File: src/rtl/arld_pkg.sv
// Shared widths and register codes of the attack/release level detector.
`timescale 1ns / 1ps

package arld_pkg;

   localparam int SAMPLE_BITS = 24;
   localparam int COEFF_BITS  = 16;
   localparam int STATE_BITS  = SAMPLE_BITS + COEFF_BITS;
   localparam int DIFF_BITS   = STATE_BITS + 1;
   localparam int CNT_BITS    = $clog2(COEFF_BITS);
   localparam int CSR_INDEX_BITS = 2;

   typedef enum logic [CSR_INDEX_BITS-1:0] {
      CSR_ATTACK_COEFF  = 2'd0,
      CSR_RELEASE_COEFF = 2'd1,
      CSR_DETECTOR_MODE = 2'd2
   } csr_index_type;

   localparam logic MODE_BRANCHED  = 1'b0;
   localparam logic MODE_DECOUPLED = 1'b1;

endpackage

File: src/rtl/attack_release_level_detector.sv
// Top level of the attack/release level detector with its serial multiplier.
//
// Each input word carries one signed sample on req_sample and yields one
// smoothed level on rsp_level. Both channels use valid and stall; a word moves
// at a clock edge where valid is high and stall is low. The coefficients and
// the detector mode are to be written through the csr_ port while the block
// is idle; the user must keep to this, the block itself does not enforce it.
// The blend of a sample towards the stored state multiplies the difference by
// the coefficient one coefficient bit per cycle; one blend is a set-up step,
// one shift-and-add step per coefficient bit and a finishing step. Branched
// mode needs one blend and decoupled mode needs two. A new sample is taken at
// the earliest in the cycle after the previous one has finished. The result
// register decouples the two sides: a new sample is accepted while a finished
// level still waits, and the block holds in its last step while the receiver
// stalls. Synchronous reset returns the block to idle in branched mode, clears
// the coefficients, the level and the peak to zero and drops rsp_valid.
`timescale 1ns / 1ps

module attack_release_level_detector
   import arld_pkg::*;
(
   input  logic                          clock,
   input  logic                          reset,
   input  logic                          req_valid,
   output logic                          req_stall,
   input  logic signed [SAMPLE_BITS-1:0] req_sample,
   output logic                          rsp_valid,
   input  logic                          rsp_stall,
   output logic signed [SAMPLE_BITS-1:0] rsp_level,
   input  logic                          csr_write,
   input  logic [CSR_INDEX_BITS-1:0]     csr_index,
   input  logic [COEFF_BITS-1:0]         csr_data
);

   typedef enum logic [1:0] {
      ST_IDLE,
      ST_SETUP,
      ST_MUL,
      ST_FINISH
   } state_type;

   state_type                    state_ff, state_in;
   logic [COEFF_BITS-1:0]        attack_ff, attack_in;
   logic [COEFF_BITS-1:0]        release_ff, release_in;
   logic                         mode_ff, mode_in;
   logic signed [STATE_BITS-1:0] x_ff, x_in;
   logic signed [STATE_BITS-1:0] level_ff, level_in;
   logic signed [STATE_BITS-1:0] peak_ff, peak_in;
   logic signed [STATE_BITS-1:0] base_ff, base_in;
   logic signed [DIFF_BITS-1:0]  diff_ff, diff_in;
   logic signed [DIFF_BITS-1:0]  acc_ff, acc_in;
   logic [COEFF_BITS-1:0]        coeff_ff, coeff_in;
   logic [CNT_BITS-1:0]          cnt_ff, cnt_in;
   logic                         pass_ff, pass_in;
   logic                         rsp_valid_ff, rsp_valid_in;
   logic signed [SAMPLE_BITS-1:0] rsp_level_ff, rsp_level_in;

   logic                         req_accept;
   logic                         rsp_free;
   logic signed [DIFF_BITS:0]    step_sum;
   logic signed [DIFF_BITS-1:0]  addend;
   logic signed [STATE_BITS-1:0] blend_result;

   assign req_stall  = (state_ff != ST_IDLE);
   assign req_accept = req_valid && !req_stall;
   assign rsp_free   = !rsp_valid_ff || !rsp_stall;
   assign rsp_valid  = rsp_valid_ff;
   assign rsp_level  = rsp_level_ff;

   assign addend       = coeff_ff[0] ? diff_ff : '0;
   assign step_sum     = {acc_ff[DIFF_BITS-1], acc_ff} + {addend[DIFF_BITS-1], addend};
   assign blend_result = base_ff + acc_ff[STATE_BITS-1:0];

   always_comb begin
      state_in     = state_ff;
      attack_in    = attack_ff;
      release_in   = release_ff;
      mode_in      = mode_ff;
      x_in         = x_ff;
      level_in     = level_ff;
      peak_in      = peak_ff;
      base_in      = base_ff;
      diff_in      = diff_ff;
      acc_in       = acc_ff;
      coeff_in     = coeff_ff;
      cnt_in       = cnt_ff;
      pass_in      = pass_ff;
      rsp_valid_in = rsp_valid_ff && rsp_stall;
      rsp_level_in = rsp_level_ff;

      if (csr_write) begin
         unique case (csr_index)
            CSR_ATTACK_COEFF:  attack_in  = csr_data;
            CSR_RELEASE_COEFF: release_in = csr_data;
            CSR_DETECTOR_MODE: mode_in    = csr_data[0];
            default: ;
         endcase
      end

      unique case (state_ff)
         ST_IDLE: begin
            if (req_accept) begin
               x_in     = {req_sample, {COEFF_BITS{1'b0}}};
               pass_in  = 1'b0;
               state_in = ST_SETUP;
            end
         end
         ST_SETUP: begin
            acc_in = '0;
            cnt_in = '0;
            if (mode_ff == MODE_BRANCHED) begin
               base_in  = x_ff;
               diff_in  = {level_ff[STATE_BITS-1], level_ff} - {x_ff[STATE_BITS-1], x_ff};
               coeff_in = (x_ff < level_ff) ? attack_ff : release_ff;
            end else if (!pass_ff) begin
               base_in  = x_ff;
               diff_in  = {peak_ff[STATE_BITS-1], peak_ff} - {x_ff[STATE_BITS-1], x_ff};
               coeff_in = release_ff;
            end else begin
               base_in  = peak_ff;
               diff_in  = {level_ff[STATE_BITS-1], level_ff}
                        - {peak_ff[STATE_BITS-1], peak_ff};
               coeff_in = attack_ff;
            end
            state_in = ST_MUL;
         end
         ST_MUL: begin
            acc_in   = step_sum[DIFF_BITS:1];
            coeff_in = coeff_ff >> 1;
            cnt_in   = cnt_ff + 1'b1;
            if (cnt_ff == CNT_BITS'(COEFF_BITS - 1)) begin
               state_in = ST_FINISH;
            end
         end
         ST_FINISH: begin
            if (mode_ff == MODE_DECOUPLED && !pass_ff) begin
               peak_in  = (x_ff > blend_result) ? x_ff : blend_result;
               pass_in  = 1'b1;
               state_in = ST_SETUP;
            end else if (rsp_free) begin
               level_in     = blend_result;
               rsp_valid_in = 1'b1;
               rsp_level_in = blend_result[STATE_BITS-1:COEFF_BITS];
               state_in     = ST_IDLE;
            end
         end
         default: state_in = ST_IDLE;
      endcase
   end

   always_ff @(posedge clock) begin
      if (reset) begin
         state_ff     <= ST_IDLE;
         attack_ff    <= '0;
         release_ff   <= '0;
         mode_ff      <= MODE_BRANCHED;
         level_ff     <= '0;
         peak_ff      <= '0;
         pass_ff      <= 1'b0;
         cnt_ff       <= '0;
         rsp_valid_ff <= 1'b0;
      end else begin
         state_ff     <= state_in;
         attack_ff    <= attack_in;
         release_ff   <= release_in;
         mode_ff      <= mode_in;
         level_ff     <= level_in;
         peak_ff      <= peak_in;
         pass_ff      <= pass_in;
         cnt_ff       <= cnt_in;
         rsp_valid_ff <= rsp_valid_in;
      end
      x_ff         <= x_in;
      base_ff      <= base_in;
      diff_ff      <= diff_in;
      acc_ff       <= acc_in;
      coeff_ff     <= coeff_in;
      rsp_level_ff <= rsp_level_in;
   end

endmodule

File: config.mk
export PLATFORM = sky130hd
export DESIGN_NAME = attack_release_level_detector
export DESIGN_NICKNAME = d
export VERILOG_FILES = /design/src/rtl/arld_pkg.sv /design/src/rtl/attack_release_level_detector.sv
export SDC_FILE = /design/constraint.sdc
export NUM_CORES = 1
export LEC_CHECK = 0
export BUFFER_PORTS_ARGS = -buffer_cell sky130_fd_sc_hd__buf_4
export CAP_MARGIN = 20
export CORE_MARGIN = 2
export CORE_UTILIZATION = 50
export CTS_CLUSTER_DIAMETER = 200
export DETAILED_ROUTE_END_ITERATION = 6
export GPL_TIMING_DRIVEN = 0
export PLACE_DENSITY_LB_ADDON = 0.15
export SYNTH_ARGS = -nofsm -noshare
export SYNTH_HDL_FRONTEND = slang
export SYNTH_SLANG_ARGS = --single-unit
File: constraint.sdc
create_clock -name clock -period 5.1 [get_ports clock]
set_input_delay 1.53 -clock clock [delete_from_list [all_inputs] [get_ports clock]]
set_output_delay 1.53 -clock clock [all_outputs]
set_load 0.01 [all_outputs]
Word-level counts from Yosys, hierarchy flattened. Index checks and enable logic that the tools add are counted.

Register bits: 307. Bits in latches: 0. Memory bits (writable): 0. Bits in read-only memories: 0. Output and inout port bits: 26. Memories kept: 0.

$add $sub $neg: 6. $mul: 0. Div/mod/pow operators: 0. $lt $le $gt $ge: 2. Equal/unequal tests: 10. Shift operators: 0. Muxes and demuxes: 23. Bitwise logic cells: 1. Reduce and logical (&&, ||, !) cells: 22.

Operators by type and width (count): 2-to-1 mux 41 bit (3); subtractor 40 x 40 -> 41 bit (3); 2-to-1 mux 40 bit (3); case mux 41 bit (2 select lines) (1); 2-to-1 mux 16 bit (3); adder 41 x 41 -> 42 bit (1); adder 40 bit (1); greater-than comparator 40 bit (1); < comparator 40 bit (1); case mux 16 bit (2 select lines) (1); AND reduction 2 bit (6); AND reduction 3 bit (3); 2-to-1 mux 2 bit (4); case mux 2 bit (4 select lines) (1); case mux 4 bit (2 select lines) (1); == test 2 bit, second input constant (3); != test 2 bit, second input constant (3); nonzero test 2 bit (3); 2-to-1 mux 1 bit (5); adder 4 x 1 -> 4 bit, second input constant (1); == test 2 x 1 -> 1 bit, second input constant (2); == test 4 bit, second input constant (1); logical NOT 1 bit (4); logical NOT 2 bit (2); 5 further kinds (7).

Longest topological paths before layout. Gate-level depths: netlist (run 1).

Word-level depth: 5. Depth in mapped cells: 25. Depth with buffers taken out: 23.

Worst setup path after synthesis (run 1). OpenSTA, ideal clock, no wires.

Kind: reg2reg. From: reg acc_ff[0]. To: reg peak_ff[32]. Setup time: 0.079 ns. Arrival: 5.297 ns. Setup slack: -0.276 ns. Stages on the path, launching flop included: 24. Buffers on the path: 0. Cell sequence: edfxtp_1 > ha_1 > fa_1 > a211oi_1 > o21ai_1 > a21o_1 > o21ai_1 > o32a_1 > a41oi_1 > a31o_2 > a31oi_1 > xnor2_1 > inv_1 > ha_1 > nand4_1 > nor3_1 > nand3_1 > or4_1 > nand4b_1 > nor4b_2 > nand4_2 > and2_4 > or3_4 > o221ai_2.

Longest elaborated chain between the ends: 3.

Ends and longest elaborated chain: from (decl) (line attack_release_level_detector.sv:51) `logic signed [DIFF_BITS-1:0] acc_ff, acc_in;`; from (signal assigned) (line attack_release_level_detector.sv:176) `acc_ff <= acc_in;`; adder 40 bit (line attack_release_level_detector.sv:72) `assign blend_result = base_ff + acc_ff[STATE_BITS-1:0];`; named net blend_result[36] (line attack_release_level_detector.sv:62) `logic signed [STATE_BITS-1:0] blend_result;`; greater-than comparator 40 bit (line attack_release_level_detector.sv:137) `peak_in = (x_ff > blend_result) ? x_ff : blend_result;`; 2-to-1 mux 40 bit (line attack_release_level_detector.sv:137); to (signal assigned) (line attack_release_level_detector.sv:168) `peak_ff <= peak_in;`; to (decl) (line attack_release_level_detector.sv:48) `logic signed [STATE_BITS-1:0] peak_ff, peak_in;`.

The timed path passes the listed nets, and every way through them passes these cells. A chain may end at the register's enable or synchronous reset.

Worst setup path after layout (run 1).
From: reg acc_ff[0]. To: reg peak_ff[39].

Longest elaborated chain between the ends: 3.

Ends and longest elaborated chain (line): adder 40 bit * (attack_release_level_detector.sv:72); greater-than comparator 40 bit (attack_release_level_detector.sv:137); 2-to-1 mux 40 bit * (attack_release_level_detector.sv:137).

Every way passes the cells marked *; elsewhere a longest branch is shown, timed or not.

==> results of run 1 <==
==> registers in the layout, indices dropped and copies added, names as in the netlist <==
name and cells:
x_ff 24, acc_ff 41, diff_ff 41, coeff_ff 16, attack_ff 16, base_ff 40, pass_ff 1, release_ff 16
peak_ff 40, rsp_valid 1, cnt_ff 4, level_ff 40, rsp_level 24, state_ff 2, mode_ff 1
==> worst max-delay path, stage by stage (launching register included) <==
cell      delay, ps
edfxtp_1        430
ha_4            200
fa_2            400
a211oi_4        300
o21ai_2         120
a21o_1          240
o21ai_4         270
o32a_1          360
a41oi_4         200
a31o_4          310
buf_4           150
xnor2_4         130
ha_1            330
nand4_1         170
nor3_4          250
buf_12          150
nand3_2          50
or4_4           420
nand4b_1        210
nor4b_2         330
nand4_2         130
buf_6           180
and2_4          160
or3_4           380
o221ai_2        180
==> area by class of cell <==
cell class                      instances  area, um^2
Fill cell                            3842       17900
Multi-Input combinational cell       1954       13200
Sequential cell                       307        8010
Clock buffer                           58        1100
Timing Repair Buffer                  106         901
Tap cell                              585         732
Inverter                              135         507
Buffer                                 97         459
Clock inverter                         12         109
Antenna cell                            1        2.50
==> metrics by stage <==
step	cells	power, mW
after global placement	3150	14.3
final	3255	18.9
after detailed placement	3153	14.5
after floorplan	2493	11.3
after CTS	3235	17.8
after global routing	3254	20.1
==> timing repair <==
item,in CTS,in global routing
gates resized for setup,45,54
pin swaps,19,25
setup buffers,12,19
hold endpoints to repair,0,0
setup endpoints to repair,40,40
==> kinds of logic (layout without fill, tap and decap cells) <==
family	Yosys count	after routing	synth area share, %
flops	307	307	37.0
simple gates	832	832	17.9
buf+inv	232	408	4.12
compound gates	731	731	21.2
xor+xnor	140	140	5.66
fa+ha+maj	203	203	11.9
mux	48	48	2.22
other cells	0	1	0
==> how the worst max path moves through the flow <==
stage / cells past startpoint / endpoint / slack [ps]
after floorplan: 23 / peak_ff[32] / 5
after global placement: 22 / peak_ff[6] / -2020
after detailed placement: 22 / peak_ff[9] / -1960
after CTS: 25 / peak_ff[39] / -940
after global routing: 25 / peak_ff[39] / -1170
final: 24 / peak_ff[39] / -1050
==> cell usage after synthesis, types with 6 or more instances <==
master,number
nand2_1,304
a21oi_1,276
nor2_1,222
ha_1,198
edfxtp_1,186
o21ai_0,140
inv_1,134
dfxtp_1,121
clkbuf_1,81
xnor2_1,78
a21o_1,76
xor2_1,62
and2_1,53
mux2i_1,48
nor3_1,44
nand3_1,40
nor2b_1,30
nand2b_1,27
and3_1,26
o221ai_1,26
a211oi_1,23
a31oi_1,21
nand4_1,21
o21a_1,20
o21bai_1,20
a311oi_1,15
or3_1,14
o211ai_1,13
a211o_1,10
buf_1,10
o31ai_1,10
a21boi_0,8
or2_2,8
nand3b_1,7
nor3b_1,7
a221oi_1,6
==> layer usage <==
layer	vias to the layer above	routed length [um]	track usage, %	part of all wire [%]
li1	9338	-	-	-
met3	157	5650	5.07	7.7
met1	9558	31400	43.3	43
met5	-	21	0	0.029
met2	920	32600	51.4	44
met4	4	3920	17.0	5.3
==> power by group through the flow <==
stage,Sequential [mW],Clock (mW),Combinational (mW)
2_1_floorplan,3.94,0,7.40
6_report,4.12,2.66,12.1
5_1_grt,4.16,2.79,13.1
3_3_place_gp,4.20,0,10.1
3_5_place_dp,4.15,0,10.3
4_1_cts,4.11,2.68,11.0
==> flow_summary.ini, run 1 <==
[finish]
final_common_cell = nand2_1
drive_above_1_share_pct = 9.63
final_util_pct = 58.3
layout-area-overhead-vs-synth_pct = 15.4
final_cell_area_mm2 = 0.0250
final_cell_mix = nand2_1 (302), a21oi_1 (262), nor2_1 (218)
final_nets = 2889

[power]
p_sw_share_pct = 47.5
powerDensity_mw_per_mm2 = 757
leakage_nw = 10.1
power.internal_mw = 9.93
combPwrFrac_pct = 64.2
p_seq_share_pct = 21.8
switchingPower_mw = 8.99
p_clk_share_pct = 14.1
ir_drop_v = 0.00110

[floorplan]
die_h_um = 212
start_util_pct = 50.5
fp-row-count = 76
coreArea_mm2 = 0.0429
boundaryPins = 73
die_area_mm2 = 0.0450
chipWidth_um = 212

[sta]
finalWorstSetupSlack_ps = -1050
worst_pin_slew_ps = 1150
final_max_slew_viol_count = 0
rsz0062_at_grt = yes
maxSlewHeadroom_pct = 23.1
hold_viol = 0
min_period_over_period_pct = 120
fin_hold_ws_ps = 466
setup_viol = 40
finClkSkew_ps = 26.5
max_freq_mhz = 163
tns_ps = -33820
period_needed_ps = 6150

[hold_path]
hold-path-endpoint = release_ff[15]
holdCritPathClass = flip-flop to flip-flop
hp-start = release_ff[15]
hold_depth = 2

[worst_setup_path]
critPathCaptureType = flip-flop
cp-start-kind = flip-flop
cp_data_required_time_ps = 5580
crit_arrival_ps = 6620
path_max_fanout = 4
criticalPathCategory = flip-flop to flip-flop
crit_start = acc_ff[0]
reg2reg_setup_slack_ps = -1050
rr_startpoint = acc_ff[0]
r2r_cells = 24
regToRegEndpoint = peak_ff[39]

[global_route]
grt_pass1_vias = 19051
grt_max_degree = 66
overflow = 0
gr-usage-all-layers_pct = 32.6
grt_pass1_wl_um = 111000
antenna_found_initial = 2

[yosys]
ys_warn_count = 0
synth_top_area_share_pct = 25.8
synth_edf_count = 186
avgSynthCellArea_um2 = 8.68
yosys.area.top_type = edfxtp_1
syn_area_mm2 = 0.0216
synthFlopType = edfxtp_1
yosysUniqueCellTypes = 83
synth_top_cells_by_area = edfxtp_1 (26%), ha_1 (11%), dfxtp_1 (11%)
synth_seq_cells = 307
synthCells = 2493
async_flop_share_pct = 0
yosysSeqAreaShare_pct = 37.0
synth_nets = 2743

[placed_design]
place_hpwl_um = 55400
routabilityCongestion = 0.955
dp_slack_ps = -1960
place_area_mm2 = 0.0230
numPortBuffers = 72

[clock_network]
cts_hold_buf = 0
cts_root_buffer = clkbuf_16
cts_buffers = 38
numClockSinks = 307
cts_buffer_depth = 3
clk_pin_slew_ps = 60
cts_tree = built
clock_latency_ps = 580
htree_levels = 2

[detailed_routing]
vias = 19977
via_per_inst = 6.14
antenna_left = 0
drt-initial-drc-count = 1939
drt_pass1_iterations = 7
wl_per_cell_um = 22.6
remaining_drc_errors = 1
routed_wirelength_um = 73500

[flow_run]
drv_cap = 0

[outcome]
failed_checks = design-rule violations, negative setup slack
status = finished with violations
Power figures use the tool's default switching activity.
==> run 2, diff against run 1 <==
--- a/config.mk
+++ b/config.mk
@@ -8,7 +8,8 @@
 export BUFFER_PORTS_ARGS = -buffer_cell sky130_fd_sc_hd__buf_4
 export CAP_MARGIN = 20
 export CORE_MARGIN = 2
-export CORE_UTILIZATION = 50
+export CORE_UTILIZATION = 35
+export CTS_BUF_LIST = sky130_fd_sc_hd__clkbuf_8 sky130_fd_sc_hd__clkbuf_16
 export CTS_CLUSTER_DIAMETER = 200
 export DETAILED_ROUTE_END_ITERATION = 6
 export GPL_TIMING_DRIVEN = 0
==> constraint.sdc (replaced) <==
create_clock -name clock -period 7.4 [get_ports clock]
set_input_delay 2.22 -clock clock [delete_from_list [all_inputs] [get_ports clock]]
set_output_delay 2.22 -clock clock [all_outputs]
set_load 0.01 [all_outputs]
==> run 2 against run 1 <==
The flow now finishes without violations. Combinational power is 38% lower. Die area is 42% higher. Sequential power is 32% lower. Via count is 2.7% lower. Sequential share of layout area is 0.47 points higher. Wire length is 6.2% higher. Worst setup slack better by 1300 ps. Clock power is 28% lower. Register-to-register slack better by 1300 ps. Sequential cell count stayed put. Global-route usage is 8.2 points lower.
==> flow_summary.ini, run 2 (same netlist as run 1, synthesis figures left out) <==
[clock_network]
htree_levels = 2
clock_latency_ps = 600
numClockSinks = 307
cts_root_buffer = clkbuf_16
clk_pin_slew_ps = 60
cts_tree = built
cts_buffer_depth = 3
cts_buffers = 40

[finish]
final_common_cell = nand2_1
layout-area-overhead-vs-synth_pct = 13.8
fillers = 6285
diodes = 0
final_cell_mix = nand2_1 (304), a21oi_1 (276), nor2_1 (222)
final_nets = 2864
seq_area_mm2 = 0.00801
multi_input_area_mm2 = 0.0128
largest_registers = acc_ff: 41 flops, diff_ff: 41 flops
drive_above_1_share_pct = 6.84
final_util_pct = 40.1

[global_route]
gr-usage-all-layers_pct = 24.4
grtUsageMet3_pct = 2.64
grt_util_met2_pct = 39.1
antenna_found_initial = 3
grt_pass1_vias = 18773
grt_pass1_wl_um = 118000
grt_max_degree = 59
met1_usage_pct = 34.7
overflow = 0
top_usage_layer = met2

[detailed_routing]
remaining_drc_errors = 0
drt_pass1_iterations = 5
wl_per_cell_um = 22.7
via_per_inst = 5.66
routed_wirelength_um = 78100
drt-initial-drc-count = 1509
antenna_left = 0
vias = 19436

[worst_setup_path]
worst_path_dominant_cell_family = compound AO/OA/AOI/OAI gates
critPathCaptureType = flip-flop
slowest_delay_ps = 450
crit_arrival_ps = 7600
crit_buf_inv = 3
cp-start-kind = flip-flop
criticalPathCategory = flip-flop to flip-flop
cp_data_required_time_ps = 7840
path_max_fanout = 10
cp_slowest_cell = fa_1

[hold_path]
holdCritPathClass = flip-flop to flip-flop

[power]
ir_drop_v = 0.000350
powerDensity_mw_per_mm2 = 496
leakage_nw = 9.93
power.total_mw = 12.2

[floorplan]
boundaryPins = 73
die_h_um = 253
chipWidth_um = 253
die_area_mm2 = 0.0639
coreArea_mm2 = 0.0615
fp-row-count = 91
start_util_pct = 35.2

[sta]
max_freq_mhz = 140
tns_ps = 0
final_max_slew_viol_count = 0
period_needed_ps = 7160
finClkSkew_ps = 37.4
worst_pin_slew_ps = 1130
hold_viol = 0
finalWorstSetupSlack_ps = 236
min_period_over_period_pct = 96.8
setup_viol = 0
rsz0062_at_grt = no
maxSlewHeadroom_pct = 24.5

[placed_design]
routabilityCongestion = 0.932
place_hpwl_um = 60500
dp_slack_ps = -987
numPortBuffers = 72

[outcome]
status = complete, no violations

[flow_run]
drv_cap = 0
run 2: changes by cell type in the layout (fill, tap and decap cells not counted), sizes merged:
cell / previous run / this run
buf: 123 / 95
bufinv: 1 / 0
clkbuf: 138 / 131
clkinvlp: 1 / 0
diode: 1 / 0
inv: 134 / 148
run 2: timing repair:
action / 4_1_cts / 5_1_grt
endpoints found under the setup margin: 40 / 34
resized for setup: 6 / 1
gates cloned: 0 / 0
buffers inserted: 0 / 2
hold buffers: 0 / 0
pin swaps: 0 / 1
run 2: layer usage:
metal  part of all wire, %  routed length (um)  vias to the layer above
met2                    45               35000                      634
li1                      -                   -                     9275
met4                   2.7                2070                        0
met1                    47               36500                     9434
met3                   5.8                4530                       93
met5                     0                   0                        -
run 2: metrics by stage:
stage          hold WS, ps  instances  instance area, um^2
3_5_place_dp           446       3360                23300
3_3_place_gp           443       3355                23200
2_1_floorplan          432       2493                21600
6_report               455       3436                24600
4_1_cts                455       3434                24600
5_1_grt                484       3436                24600
run 2: final timing paths:
kind / endpoint / from / slack, ps / cells past startpoint
setup / recovery: peak_ff[38] / acc_ff[0] / 240 / 25
hold / removal: peak_ff[9] / peak_ff[9] / 450 / 2
setup reg to reg: peak_ff[38] / acc_ff[0] / 240 / 25
hold reg to reg: peak_ff[9] / peak_ff[9] / 450 / 2
run 2: area by class of cell:
class | count | area share (%)
well taps | 790 | 4.01
flip-flops and latches | 307 | 32.5
inverters | 135 | 2.06
clock buffers | 50 | 4.62
repair buffers | 79 | 2.67
clock inverters | 24 | 0.574
plain buffers | 97 | 1.58
multi-input cells | 1954 | 52.0
run 2: worst reg2reg max path, stage by stage, from the launching register on:
cell and delay [ps]:
edfxtp_1 420, ha_1 250, fa_1 450, a211oi_2 300, o21ai_1 170, a21o_1 270
o21ai_4 290, o32a_1 370, a41oi_1 330, a31o_2 360, a31oi_1 210, xnor2_1 300
inv_1 100, ha_1 310, nand4_1 210, nor3_4 180, buf_4 190, nand3_1 90
or4_1 440, nand4b_1 220, nor4b_2 260, nand4_2 370, nand2_1 300, buf_4 290
o32ai_1 140, o21bai_1 200
run 2: power by group:
part	switching [mW]	internal, mW	leakage (nW)
Combinational	4.83	2.65	6.49
Sequential	0.323	2.50	2.76
Clock	0.824	1.09	0.684
